File: config.mk
export PLATFORM = sky130hd
export DESIGN_NAME = fsk_uart_modulator_top
export DESIGN_NICKNAME = d
export VERILOG_FILES = /design/src/sv/fum_pkg.sv /design/src/sv/fum_ram.sv /design/src/sv/fum_queue.sv /design/src/sv/fum_tx.sv /design/src/sv/fsk_uart_modulator_top.sv
export SDC_FILE = /design/constraint.sdc
export NUM_CORES = 1
export LEC_CHECK = 0
export BUFFER_PORTS_ARGS = -buffer_cell sky130_fd_sc_hd__buf_2
export CAP_MARGIN = 20
export CORE_MARGIN = 1
export CORE_UTILIZATION = 41
export CTS_CLUSTER_SIZE = 10
export DETAILED_ROUTE_END_ITERATION = 7
export PLACE_DENSITY = 0.59
export SYNTH_ARGS = -nofsm -noshare
export SYNTH_HDL_FRONTEND = slang
export SYNTH_SLANG_ARGS = --single-unit
File: constraint.sdc
create_clock -name clk -period 5.55 [get_ports clk]
set_clock_uncertainty 0.05 [all_clocks]
set_input_delay 0.2775 -clock clk [delete_from_list [all_inputs] [get_ports clk]]
set_output_delay 0.2775 -clock clk [all_outputs]
set_load 0.005 [all_outputs]
File: src/sv/fum_pkg.sv
// ----------------------------------------------------------------------------
// fum_pkg
// shared types, widths and the sine table of the fsk uart modulator
// ----------------------------------------------------------------------------
package fum_pkg;

    // sizing
    localparam int TABLE_SIZE  = 256;
    localparam int QUEUE_DEPTH = 128;
    localparam int SAMPLE_BITS = 12;
    localparam int DATA_BITS   = 8;

    localparam int PHASE_W     = $clog2(TABLE_SIZE);
    localparam int QPTR_W      = $clog2(QUEUE_DEPTH);
    localparam int QFILL_W     = $clog2(QUEUE_DEPTH + 1);
    localparam int BYTE_W      = 8;
    localparam int INDEX_W     = 8;
    localparam int TPB_W       = 10;
    localparam int STEP_W      = 8;
    localparam int BITPOS_W    = 4;
    localparam int PHASE_SUM_W = ((PHASE_W > STEP_W) ? PHASE_W : STEP_W) + 1;

    // configuration port
    localparam int CFG_IDX_W   = 2;
    localparam int CFG_DATA_W  = 10;

    localparam logic [CFG_IDX_W-1:0] CFG_TICKS_PER_BIT = 2'd0;
    localparam logic [CFG_IDX_W-1:0] CFG_MARK_STEP     = 2'd1;
    localparam logic [CFG_IDX_W-1:0] CFG_SPACE_STEP    = 2'd2;

    localparam logic [TPB_W-1:0]  TPB_RESET        = 10'd32;
    localparam logic [STEP_W-1:0] MARK_STEP_RESET  = 8'd8;
    localparam logic [STEP_W-1:0] SPACE_STEP_RESET = 8'd15;

    // item commands
    localparam logic CMD_PUSH = 1'b0;
    localparam logic CMD_TICK = 1'b1;

    // sine polynomial coefficients, q28
    localparam longint unsigned SIN_A1 = 64'd421657428;
    localparam longint unsigned SIN_A3 = 64'd173399667;
    localparam longint unsigned SIN_A5 = 64'd21392326;
    localparam longint unsigned SIN_A7 = 64'd1256749;
    localparam longint unsigned SIN_A9 = 64'd43068;

    typedef logic [SAMPLE_BITS-1:0] sample_t;
    typedef sample_t sine_rom_t [TABLE_SIZE];

    typedef struct packed {
        logic [TPB_W-1:0]  ticks_per_bit;
        logic [STEP_W-1:0] mark_step;
        logic [STEP_W-1:0] space_step;
    } cfg_t;

    typedef struct packed {
        logic              push;
        logic              pop;
        logic [BYTE_W-1:0] data;
    } queue_ctl_t;

    typedef struct packed {
        logic              full;
        logic              empty;
        logic [BYTE_W-1:0] head;
    } queue_stat_t;

    typedef struct packed {
        sample_t            sample;
        logic [PHASE_W-1:0] index;
        logic               sending;
    } tx_result_t;

    // table build, evaluated at elaboration only
    function automatic sine_rom_t build_sine_rom();
        sine_rom_t       rom;
        longint unsigned t;
        longint unsigned quad;
        longint unsigned z;
        longint unsigned z2;
        longint unsigned acc;
        longint unsigned mag;
        longint unsigned mid;
        longint unsigned amp;
        mid = 64'd1 << (SAMPLE_BITS - 1);
        amp = mid - 64'd1;
        for (int i = 0; i < TABLE_SIZE; i++)
        begin
            t    = ((longint'(i) << 16) / TABLE_SIZE) & 64'hFFFF;
            quad = t >> 14;
            z    = t & 64'h3FFF;
            if (quad[0])
            begin
                z = 64'd16384 - z;
            end
            z2  = (z * z) >> 14;
            acc = SIN_A9;
            acc = SIN_A7 - ((acc * z2) >> 14);
            acc = SIN_A5 - ((acc * z2) >> 14);
            acc = SIN_A3 - ((acc * z2) >> 14);
            acc = SIN_A1 - ((acc * z2) >> 14);
            acc = (acc * z) >> 14;
            mag = (acc * amp + (64'd1 << 27)) >> 28;
            if (mag > amp)
            begin
                mag = amp;
            end
            rom[i] = (quad < 64'd2) ? SAMPLE_BITS'(mid + mag) : SAMPLE_BITS'(mid - mag);
        end
        return rom;
    endfunction

    localparam sine_rom_t SINE_ROM = build_sine_rom();

endpackage

File: src/sv/fum_ram.sv
// ----------------------------------------------------------------------------
// fum_ram
// simple dual port ram, one write port, one registered read port
// ----------------------------------------------------------------------------
module fum_ram #(
    parameter int WIDTH = 8,
    parameter int DEPTH = 128
) (
    input  logic                     clk,
    input  logic                     wr_en,
    input  logic [$clog2(DEPTH)-1:0] wr_addr,
    input  logic [WIDTH-1:0]         wr_data,
    input  logic [$clog2(DEPTH)-1:0] rd_addr,
    output logic [WIDTH-1:0]         rd_data
);

    logic [WIDTH-1:0] mem [DEPTH];

    always_ff @(posedge clk)
    begin
        if (wr_en)
        begin
            mem[wr_addr] <= wr_data;
        end
        rd_data <= mem[rd_addr];
    end

endmodule

File: src/sv/fum_queue.sv
// ----------------------------------------------------------------------------
// fum_queue
// transmit byte queue with the front byte held in a head register
// ----------------------------------------------------------------------------
module fum_queue (
    input  logic                 clk,
    input  logic                 rst_n,
    input  fum_pkg::queue_ctl_t  ctl,
    output fum_pkg::queue_stat_t stat
);
    import fum_pkg::*;

    logic [QPTR_W-1:0]  wr_ptr_reg, wr_ptr_next;
    logic [QPTR_W-1:0]  rd_ptr_reg, rd_ptr_next;
    logic [QFILL_W-1:0] fill_reg, fill_next;
    logic               head_load_reg;
    logic [BYTE_W-1:0]  head_reg, head_next;
    logic [QPTR_W-1:0]  rd_addr;
    logic [BYTE_W-1:0]  rd_data;
    logic               full, empty, do_push;

    function automatic logic [QPTR_W-1:0] ptr_inc(input logic [QPTR_W-1:0] p);
        return (p == QPTR_W'(QUEUE_DEPTH - 1)) ? '0 : p + 1'b1;
    endfunction

    assign full    = (fill_reg == QFILL_W'(QUEUE_DEPTH));
    assign empty   = (fill_reg == '0);
    assign do_push = ctl.push && !full;
    // the byte behind the head, fetched on the pop edge
    assign rd_addr = ptr_inc(rd_ptr_reg);

    fum_ram #(
        .WIDTH (BYTE_W),
        .DEPTH (QUEUE_DEPTH)
    ) u_store (
        .clk     (clk),
        .wr_en   (do_push),
        .wr_addr (wr_ptr_reg),
        .wr_data (ctl.data),
        .rd_addr (rd_addr),
        .rd_data (rd_data)
    );

    always_comb
    begin
        wr_ptr_next = wr_ptr_reg;
        rd_ptr_next = rd_ptr_reg;
        fill_next   = fill_reg;
        head_next   = head_reg;
        if (do_push)
        begin
            wr_ptr_next = ptr_inc(wr_ptr_reg);
            fill_next   = fill_reg + 1'b1;
        end
        if (ctl.pop)
        begin
            rd_ptr_next = ptr_inc(rd_ptr_reg);
            fill_next   = fill_reg - 1'b1;
        end
        // a push into an empty queue goes straight to the head
        if (do_push && empty)
        begin
            head_next = ctl.data;
        end
        else if (head_load_reg)
        begin
            head_next = rd_data;
        end
    end

    always_ff @(posedge clk or negedge rst_n)
    begin
        if (!rst_n)
        begin
            wr_ptr_reg    <= '0;
            rd_ptr_reg    <= '0;
            fill_reg      <= '0;
            head_load_reg <= 1'b0;
        end
        else
        begin
            wr_ptr_reg    <= wr_ptr_next;
            rd_ptr_reg    <= rd_ptr_next;
            fill_reg      <= fill_next;
            head_load_reg <= ctl.pop;
        end
    end

    always_ff @(posedge clk)
    begin
        head_reg <= head_next;
    end

    assign stat.full  = full;
    assign stat.empty = empty;
    assign stat.head  = head_reg;

    a_fill_bound: assert property (@(posedge clk) disable iff (!rst_n)
        fill_reg <= QFILL_W'(QUEUE_DEPTH))
        else $error("queue fill above depth");

    a_pop_nonempty: assert property (@(posedge clk) disable iff (!rst_n)
        ctl.pop |-> !empty)
        else $error("pop from empty queue");

    a_full_ptrs: assert property (@(posedge clk) disable iff (!rst_n)
        (full || empty) |-> (wr_ptr_reg == rd_ptr_reg))
        else $error("queue pointers disagree with fill");

    a_no_push_pop: assert property (@(posedge clk) disable iff (!rst_n)
        ctl.pop |-> !ctl.push)
        else $error("push and pop in one cycle");

endmodule

File: src/sv/fum_tx.sv
// ----------------------------------------------------------------------------
// fum_tx
// serial framing state, phase accumulator and sine lookup for one tick
// ----------------------------------------------------------------------------
module fum_tx (
    input  logic                 clk,
    input  logic                 rst_n,
    input  logic                 tick,
    input  fum_pkg::cfg_t        cfg,
    input  fum_pkg::queue_stat_t qstat,
    output logic                 pop,
    output fum_pkg::tx_result_t  res
);
    import fum_pkg::*;

    typedef enum logic [1:0] {
        MODE_IDLE  = 2'd0,
        MODE_START = 2'd1,
        MODE_MARK  = 2'd2,
        MODE_SPACE = 2'd3
    } mode_t;

    mode_t                mode_reg, mode_next;
    logic [BITPOS_W-1:0]  bitpos_reg, bitpos_next;
    logic [TPB_W-1:0]     tcount_reg, tcount_next;
    logic [BYTE_W-1:0]    shift_reg, shift_next;
    logic [PHASE_W-1:0]   phase_reg, phase_next;
    logic [TPB_W:0]       count_inc;
    logic [PHASE_SUM_W-1:0] phase_sum;
    logic                 space;

    assign count_inc = {1'b0, tcount_reg} + 1'b1;

    always_comb
    begin
        mode_next   = mode_reg;
        bitpos_next = bitpos_reg;
        tcount_next = tcount_reg;
        shift_next  = shift_reg;
        pop         = 1'b0;
        space       = 1'b0;
        if (count_inc < {1'b0, cfg.ticks_per_bit})
        begin
            tcount_next = count_inc[TPB_W-1:0];
            space       = mode_reg inside {MODE_START, MODE_SPACE};
        end
        else
        begin
            tcount_next = TPB_W'(1);
            if (mode_reg == MODE_IDLE)
            begin
                if (!qstat.empty)
                begin
                    shift_next = qstat.head;
                    pop        = tick;
                    mode_next  = MODE_START;
                    space      = 1'b1;
                end
            end
            else
            begin
                bitpos_next = (mode_reg == MODE_START) ? '0 : bitpos_reg + 1'b1;
                if (bitpos_next >= BITPOS_W'(DATA_BITS))
                begin
                    mode_next = MODE_IDLE;
                end
                else
                begin
                    space     = !shift_reg[bitpos_next[$clog2(DATA_BITS)-1:0]];
                    mode_next = space ? MODE_SPACE : MODE_MARK;
                end
            end
        end
        phase_sum  = PHASE_SUM_W'(phase_reg)
                   + PHASE_SUM_W'(space ? cfg.space_step : cfg.mark_step);
        phase_next = PHASE_W'(phase_sum % TABLE_SIZE);
    end

    always_ff @(posedge clk or negedge rst_n)
    begin
        if (!rst_n)
        begin
            mode_reg   <= MODE_IDLE;
            bitpos_reg <= '0;
            tcount_reg <= '0;
            shift_reg  <= '0;
            phase_reg  <= '0;
        end
        else if (tick)
        begin
            mode_reg   <= mode_next;
            bitpos_reg <= bitpos_next;
            tcount_reg <= tcount_next;
            shift_reg  <= shift_next;
            phase_reg  <= phase_next;
        end
    end

    assign res.sample  = SINE_ROM[phase_reg];
    assign res.index   = phase_reg;
    assign res.sending = tick ? (mode_next != MODE_IDLE) : (mode_reg != MODE_IDLE);

endmodule

File: src/sv/fsk_uart_modulator_top.sv
// ----------------------------------------------------------------------------
// fsk_uart_modulator_top
// byte queue to fsk audio samples with asynchronous serial framing
// ----------------------------------------------------------------------------
//
//  channel  | handshake             | payload
//  ---------+-----------------------+------------------------------------------
//  input    | in_valid / in_ready   | command, data_byte
//  output   | out_valid / out_ready | accepted, dac_sample, phase_index, sending
//  config   | cfg_valid / cfg_ready | cfg_index, cfg_data
//
//  one item per cycle unless the result register waits for out_ready:
//  an item is held in the input register, is worked in one pass (queue
//  update, framing step, phase add, sine lookup) and lands in the result
//  register. the result register and the input register part the two
//  sides: one more item is taken while a result waits for out_ready
//  the queue ram has a registered read; its head byte sits in a register
//  and is refilled the cycle after each pop
//  rst_n clears control state at once; cfg_ready is always high
//
module fsk_uart_modulator_top (
    input  logic                              clk,
    input  logic                              rst_n,
    // item input
    input  logic                              in_valid,
    output logic                              in_ready,
    input  logic                              command,
    input  logic [fum_pkg::BYTE_W-1:0]        data_byte,
    // result output
    output logic                              out_valid,
    input  logic                              out_ready,
    output logic                              accepted,
    output logic [fum_pkg::SAMPLE_BITS-1:0]   dac_sample,
    output logic [fum_pkg::INDEX_W-1:0]       phase_index,
    output logic                              sending,
    // register writes
    input  logic                              cfg_valid,
    output logic                              cfg_ready,
    input  logic [fum_pkg::CFG_IDX_W-1:0]     cfg_index,
    input  logic [fum_pkg::CFG_DATA_W-1:0]    cfg_data
);
    import fum_pkg::*;

    // input register
    logic              item_vld_reg;
    logic              cmd_reg;
    logic [BYTE_W-1:0] byte_reg;

    // result register
    logic                   out_vld_reg;
    logic                   accepted_reg;
    logic [SAMPLE_BITS-1:0] sample_reg;
    logic [INDEX_W-1:0]     index_reg;
    logic                   sending_reg;

    cfg_t        cfg_reg;
    queue_ctl_t  qctl;
    queue_stat_t qstat;
    tx_result_t  txres;
    logic        fire, is_tick, pop, in_xfer;

    // the worked item moves on when the result slot is free or being drained
    assign fire     = item_vld_reg && (!out_vld_reg || out_ready);
    assign in_ready = !item_vld_reg || fire;
    assign in_xfer  = in_valid && in_ready;
    assign is_tick  = fire && (cmd_reg == CMD_TICK);

    assign qctl.push = fire && (cmd_reg == CMD_PUSH);
    assign qctl.pop  = pop;
    assign qctl.data = byte_reg;

    fum_queue u_queue (
        .clk   (clk),
        .rst_n (rst_n),
        .ctl   (qctl),
        .stat  (qstat)
    );

    fum_tx u_tx (
        .clk   (clk),
        .rst_n (rst_n),
        .tick  (is_tick),
        .cfg   (cfg_reg),
        .qstat (qstat),
        .pop   (pop),
        .res   (txres)
    );

    // config writes, unknown index dropped
    assign cfg_ready = 1'b1;

    always_ff @(posedge clk or negedge rst_n)
    begin
        if (!rst_n)
        begin
            cfg_reg.ticks_per_bit <= TPB_RESET;
            cfg_reg.mark_step     <= MARK_STEP_RESET;
            cfg_reg.space_step    <= SPACE_STEP_RESET;
        end
        else if (cfg_valid && cfg_ready)
        begin
            case (cfg_index)
                CFG_TICKS_PER_BIT: cfg_reg.ticks_per_bit <= cfg_data[TPB_W-1:0];
                CFG_MARK_STEP:     cfg_reg.mark_step     <= cfg_data[STEP_W-1:0];
                CFG_SPACE_STEP:    cfg_reg.space_step    <= cfg_data[STEP_W-1:0];
                default:           ;
            endcase
        end
    end

    // handshake control
    always_ff @(posedge clk or negedge rst_n)
    begin
        if (!rst_n)
        begin
            item_vld_reg <= 1'b0;
            out_vld_reg  <= 1'b0;
        end
        else
        begin
            if (in_xfer)
            begin
                item_vld_reg <= 1'b1;
            end
            else if (fire)
            begin
                item_vld_reg <= 1'b0;
            end
            if (fire)
            begin
                out_vld_reg <= 1'b1;
            end
            else if (out_ready)
            begin
                out_vld_reg <= 1'b0;
            end
        end
    end

    // payload registers
    always_ff @(posedge clk)
    begin
        if (in_xfer)
        begin
            cmd_reg  <= command;
            byte_reg <= data_byte;
        end
        if (fire)
        begin
            // push reports queue room, tick reports the sample
            accepted_reg <= qctl.push && !qstat.full;
            sample_reg   <= is_tick ? txres.sample : '0;
            index_reg    <= is_tick ? INDEX_W'(txres.index) : '0;
            sending_reg  <= txres.sending;
        end
    end

    assign out_valid   = out_vld_reg;
    assign accepted    = accepted_reg;
    assign dac_sample  = sample_reg;
    assign phase_index = index_reg;
    assign sending     = sending_reg;

    a_ready_when_empty: assert property (@(posedge clk) disable iff (!rst_n)
        !item_vld_reg |-> in_ready)
        else $error("input blocked with empty input register");

    a_fire_needs_slot: assert property (@(posedge clk) disable iff (!rst_n)
        (out_vld_reg && !out_ready) |-> !fire)
        else $error("result overwritten while stalled");

    a_result_follows: assert property (@(posedge clk) disable iff (!rst_n)
        fire |=> out_vld_reg)
        else $error("worked item produced no result");

endmodule
# Yosys cells after proc, flatten, opt, wreduce, memory -nomap -nowiden
# Memory sizes are Yosys's and may differ from the RTL's. A register that Yosys moved wholly into a read port is not among the register bits.
# Index checks and enable logic that the tools add are counted.
# Widths: inputs -> output; s select.
[word_totals]
latch_bits = 0
ff_bits = 110
mem_bits_ro = 3072
ram_bits = 1024
inputBits = 26
elab_cells = 102
memories = 2
[classes]
n_reduce_logical = 28
n_addsub = 7
eq_ne = 7
shifts = 0
n_lt_le_gt_ge = 3
bitwise_logic = 5
mux = 30
div = 0
multipliers = 0
[memory_table]
columns = ["name", "depth", "width", "rd", "rd_clocked_by_memory_dff", "wr", "line_no", "rtl"]
rows = [
  ["(no name shown)", 256, 12, 1, 1, 0, "fum_tx.sv:99", "assign res.sample = SINE_ROM[phase_reg];"],
  ["u_queue.u_store.mem", 128, 8, 1, 1, 1, "fum_ram.sv:17", "logic [WIDTH-1:0] mem [DEPTH];"],
]
[op_table]
columns = ["op", "n"]
rows = [
  ["$mux 8", 5],
  ["$mux 1", 16],
  ["$add 7x1->7 const B", 2],
  ["$eq 7x7->1 const B", 2],
  ["$mux 7", 2],
  ["$reduce_bool 2->1", 7],
  ["$add 10x1->11 const B", 1],
  ["$lt 11x10->1", 1],
  ["$mux 10", 1],
  ["$not 8->9", 1],
  ["$add 8x1->8 const B", 1],
  ["$add 8x8->8", 1],
  ["$eq 8x8->1 const B", 1],
  ["$logic_not 8->1", 1],
  ["$mux 2", 4],
  ["$sub 8x1->8 const B", 1],
  ["$logic_and 1x1->1", 6],
  ["$reduce_and 2->1", 3],
  ["$logic_not 1->1", 5],
  ["$add 4x1->4 const B", 1],
  ["$eq 2x1->1 const B", 2],
  ["$eq 2x2->1 const B", 2],
  ["$ge 4x4->1 const B", 1],
  ["$logic_not 2->1", 2],
  ["7 further kinds", 11],
]

# Longest topological paths before layout
[logic_depth]
word_depth = 10
ltp_mapped = 21
ltp_nobuf = 20

# Modules after synthesis
# Synthesis repeated with hierarchy kept, for this count alone.
[hier_totals]
hier_cells = 2716
hier_area_um2 = 49107.1
[by_module_without_submodules]
columns = ["mod", "area_per_inst_um2", "cells_each", "seq_area_each_um2", "n_inst"]
rows = [
  ["fum_ram", 39665.5, 1635, 30909.6, 1],
  ["fum_tx", 5506.5, 795, 800.8, 1],
  ["fsk_uart_modulator_top", 2224.6, 126, 1639.1, 1],
  ["fum_queue", 1710.4, 160, 815.8, 1],
]

# Worst setup path after synthesis
# Ideal clock, no wire load.
[synth_path]
path_kind = "reg2reg"
from = "register u_tx.tcount_reg[0]"
to = "register u_tx.phase_reg[7]"
arrival_time_ps = 4549
required_ps = 5367
path_stages_with_launch = 20
setup_slack_ps = 818
n_path_buf = 0
path_cell_list = "dfrtp_1 ha_1 nand3_1 nor3_1 xor2_1 ha_1 a2111o_1 o32a_1 or3_1 o31ai_4 mux2_2 ha_1 a21o_1 a21oi_1 o21bai_1 a21oi_1 o21ai_0 a211oi_1 o21ai_1 xnor2_1"
[synth_between]
elab_chain_len = 5
[synth_lines]
columns = ["element", "line_no", "rtl"]
rows = [
  ["start: declaration", "fum_tx.sv:25", "logic [TPB_W-1:0] tcount_reg, tcount_next;"],
  ["start signal: assignment", "fum_tx.sv:93", "tcount_reg <= tcount_next;"],
  ["$add 10x1->11", "fum_tx.sv:32", "assign count_inc = {1'b0, tcount_reg} + 1'b1;"],
  ["$lt 11x10->1", "fum_tx.sv:42", "if (count_inc < {1'b0, cfg.ticks_per_bit})"],
  ["$mux 1", "fum_tx.sv:42", ""],
  ["$mux 8", "fum_tx.sv:75", "+ PHASE_SUM_W'(space ? cfg.space_step : cfg.mark_step);"],
  ["$add 8x8->8", "fum_tx.sv:75", ""],
  ["end signal: assignment", "fum_tx.sv:95", "phase_reg <= phase_next;"],
  ["end: declaration", "fum_tx.sv:27", "logic [PHASE_W-1:0] phase_reg, phase_next;"],
]
# Every way passes these cells.
# A chain may end at the register's enable or synchronous reset.

# Worst setup path in the final report
# Ends and elaborated chain as after synthesis.

==> impl_metrics.toml <==
[setup_path]
cp-end-kind = "register"
crit_fanout = 9
r2r-start = "u_tx.tcount_reg[0]"
worstSetupStartpoint = "u_tx.tcount_reg[0]"
cp_slowest_stage_delay_ps = 530
crit_slowest_cell = "o31ai_4"
cp.arrival_ps = 5680
cp_cell_sequence = "ha_1, nand3_1, nor2_1, xor2_1, ha_1, nand4_1, a211oi_1, o32a_1, nor2_1, o31ai_4, mux2_2, ha_1, a21o_1, a21oi_1, o21bai_1, a21oi_1, o21ai_0, a211oi_1, o21ai_1, xnor2_1"
setup.worst_path.class = "reg -> reg"
cp.required_ps = 6110
cp_common_cell = "ha_1"
worstSetupStartpointType = "register"

[global_route]
grt_max_degree = 128
antenna_found_initial = 0
track_usage_pct = 20.96
grt_pass1_wl_um = 191600
grt-ovfl-total = 0
grt_pass1_vias = 29402

[final_layout]
layout.cells.most_common = "edfxtp_1"
final_util_pct = 46.72
final_cell_mix = "1063 x edfxtp_1, 553 x nand2_1, 241 x nor2_1, 185 x mux2i_1, 174 x a21oi_1"
postLayoutCellArea_um2 = 55460
drive_gt1_share_pct = 11.86
final_nets = 3662
area_growth_pct = 12.49
largest_reg_flops = 1024

[die]
die_h_um = 348.8
floorplan.initialDensity_pct = 41.53
core_um2 = 118700
die_w_um = 348.8
dieArea_um2 = 121600
rows = 126
io_pins = 51

[route]
drc = 0
detail_route.iter0.violations = 3124
wirelength_um = 128300
route.vias.total = 30263
drt-pass1-iter-count = 6
viasPerCell = 5.755
wl_per_cell_um = 24.39
postRouteAntennaNets = 0

[cts]
clock-sinks = 1154
cts.clk_slew.worst_paths_ps = 50
cts_tree = "done"
htreeDepth = 4
cts_root_buffer = "clkbuf_16"
cts_buffers = 135
cts_max_path_buffers = 3
clkLatencyLatePin_ps = 740
post_cts_buffers = 0

[yosys]
yosys_warnings = 0
synth_edf_count = 1063
ys_types = 79
ys.flop_type = "edfxtp_1"
mappedNetlistArea_um2 = 49300
syn_avg_cell_area_um2 = 14.05
async_reset_ff_share_pct = 7.192
syn_inst = 3509
synth_seq_cells = 1154
syn-num-nets = 3578
yosysSeqAreaShare_pct = 69.30

[sta]
tns_ps = 0
relSlewSlack_pct = 26.35
min_period_ps = 5115
tightest_slew_ps = 1077
hold_violations = 0
slew_viol_final = 0
max_freq_ghz = 0.1955
grt_setup_unrepaired = "false"
finalCritPeriodShare_pct = 92.17
finalSetupViolCount = 0

[power]
p_per_area_nw_per_um2 = 403.5
irDropWorstVdd_uv = 331.9
clockPowerShare_pct = 35.2
netSwitchingFraction_pct = 29.37
leakage_uw = 0.01939
p_sw_uw = 6572
p_seq_share_pct = 44.8
p_int_uw = 15810
p_comb_share_pct = 20.0

[place]
portBuffers = 49
routabilityCongestion = 0.9324
placed_cell_area_um2 = 51150
hpwl_um = 77080

[hold_path]
min_from = "cfg_index[0]"
hp-class = "in -> reg"

[run_status]
outcome = "finished, final reports clean"

[run]
cap_viol_max_count = 0
[repair_timing]
item / CTS / global route
hold endpoints to repair: 104 / 0
gates resized for setup: 0 / 1
hold buffers: 44 / 0
endpoints found under the setup margin: 0 / 2
[per-layer routing]
layer  wire, um  global-route usage [%]  vias up  part of all wire [%]
met2      58490                   32.11     1214                    46
met1      56930                   30.06    15195                    44
met3       8929                   3.279      216                   7.0
met5          0                       0        -                     0
li1           -                       -    13638                     -
met4       3933                   7.975        0                   3.1
[logic make-up (layout without fill, tap and decap cells)]
logic type / Yosys count / count (layout) / share of synthesized area, %
DFF: 1154 / 1154 / 69.30
other: 1 / 2 / 0.007606
xor gates and xnor gates: 33 / 33 / 0.5862
buffers and inverters: 263 / 412 / 2.690
muxes: 296 / 296 / 8.004
AOI/OAI and AO/OA: 669 / 669 / 9.255
adders and majority gates: 43 / 43 / 1.122
and+or+nand+nor: 1050 / 1050 / 9.037
[layout make-up]
class                   count  area, um^2
clock inverters            19       232.7
diodes                      1       2.502
repair buffers            175        1434
flip-flops and latches   1154       34170
inverters                  35       131.4
well taps                1600        2002
multi-input cells        2092       13900
clock buffers             183        3580
fillers                 10356       63250
[synthesized netlist by cell type (20+ instances only)]
| cell | number | area, um^2 |
|---|---|---|
| edfxtp_1 | 1063 | 31920 |
| nand2_1 | 554 | 2079 |
| nor2_1 | 243 | 912.1 |
| mux2i_1 | 185 | 1852 |
| a21oi_1 | 175 | 875.8 |
| clkbuf_1 | 127 | 476.7 |
| o21ai_0 | 111 | 555.5 |
| nand3_1 | 94 | 470.5 |
| dfrtp_1 | 77 | 1927 |
| mux4_2 | 75 | 1689 |
| a31oi_1 | 43 | 269.0 |
| a211oi_1 | 41 | 307.8 |
| ha_1 | 41 | 513.0 |
| buf_2 | 39 | 195.2 |
| a221oi_1 | 38 | 332.8 |
| a32o_1 | 38 | 380.4 |
| o22ai_1 | 38 | 237.7 |
| mux2_2 | 36 | 405.4 |
| inv_1 | 30 | 112.6 |
| nor3_1 | 29 | 145.1 |
| a32oi_1 | 28 | 245.2 |
| a2111oi_0 | 25 | 219.0 |
| buf_4 | 21 | 157.7 |
| nand2b_1 | 21 | 131.4 |
| xnor2_1 | 20 | 175.2 |
[worst max-delay path: cells and delay by family (launching register included)]
| kind | cells | cell delay [ps] |
|---|---|---|
| AOI/OAI and AO/OA | 10 | 2370 |
| adders and majority gates | 3 | 820 |
| and+or+nand+nor | 4 | 620 |
| muxes | 1 | 420 |
| DFF | 1 | 410 |
| xor gates and xnor gates | 2 | 280 |
[final timing paths]
check,end,slack [ps],cells past startpoint
min,cfg_reg[16],90,4
max in group asynchronous,u_tx.phase_reg[3],3650,4
min reg2reg,u_tx.shift_reg[2],380,2
max reg2reg,u_tx.phase_reg[7],430,20
max,u_tx.phase_reg[7],430,20
min in group asynchronous,cfg_reg[11],580,3
[power groups by stage]
stage	clock network, uW	logic (uW)	registers [uW]
after global placement	0	4360	10200
after floorplan	0	3130	10100
after detailed placement	0	4340	10200
after CTS	8000	4390	10000
final	7870	4480	10000
after global routing	8320	4830	10100
[through the flow]
stage               std cells  setup WS, ps  power [uW]  hold slack, ps
global placement         5008         344.6       14560           118.5
CTS                      5256         329.9       22410           36.73
global route             5258         12.28       23210           88.96
detailed placement       5010         340.1       14530           122.6
finish                   5259         434.5       22380           85.69
floorplan                3509         818.0       13230          -68.09
Power figures use the tool's default switching activity.
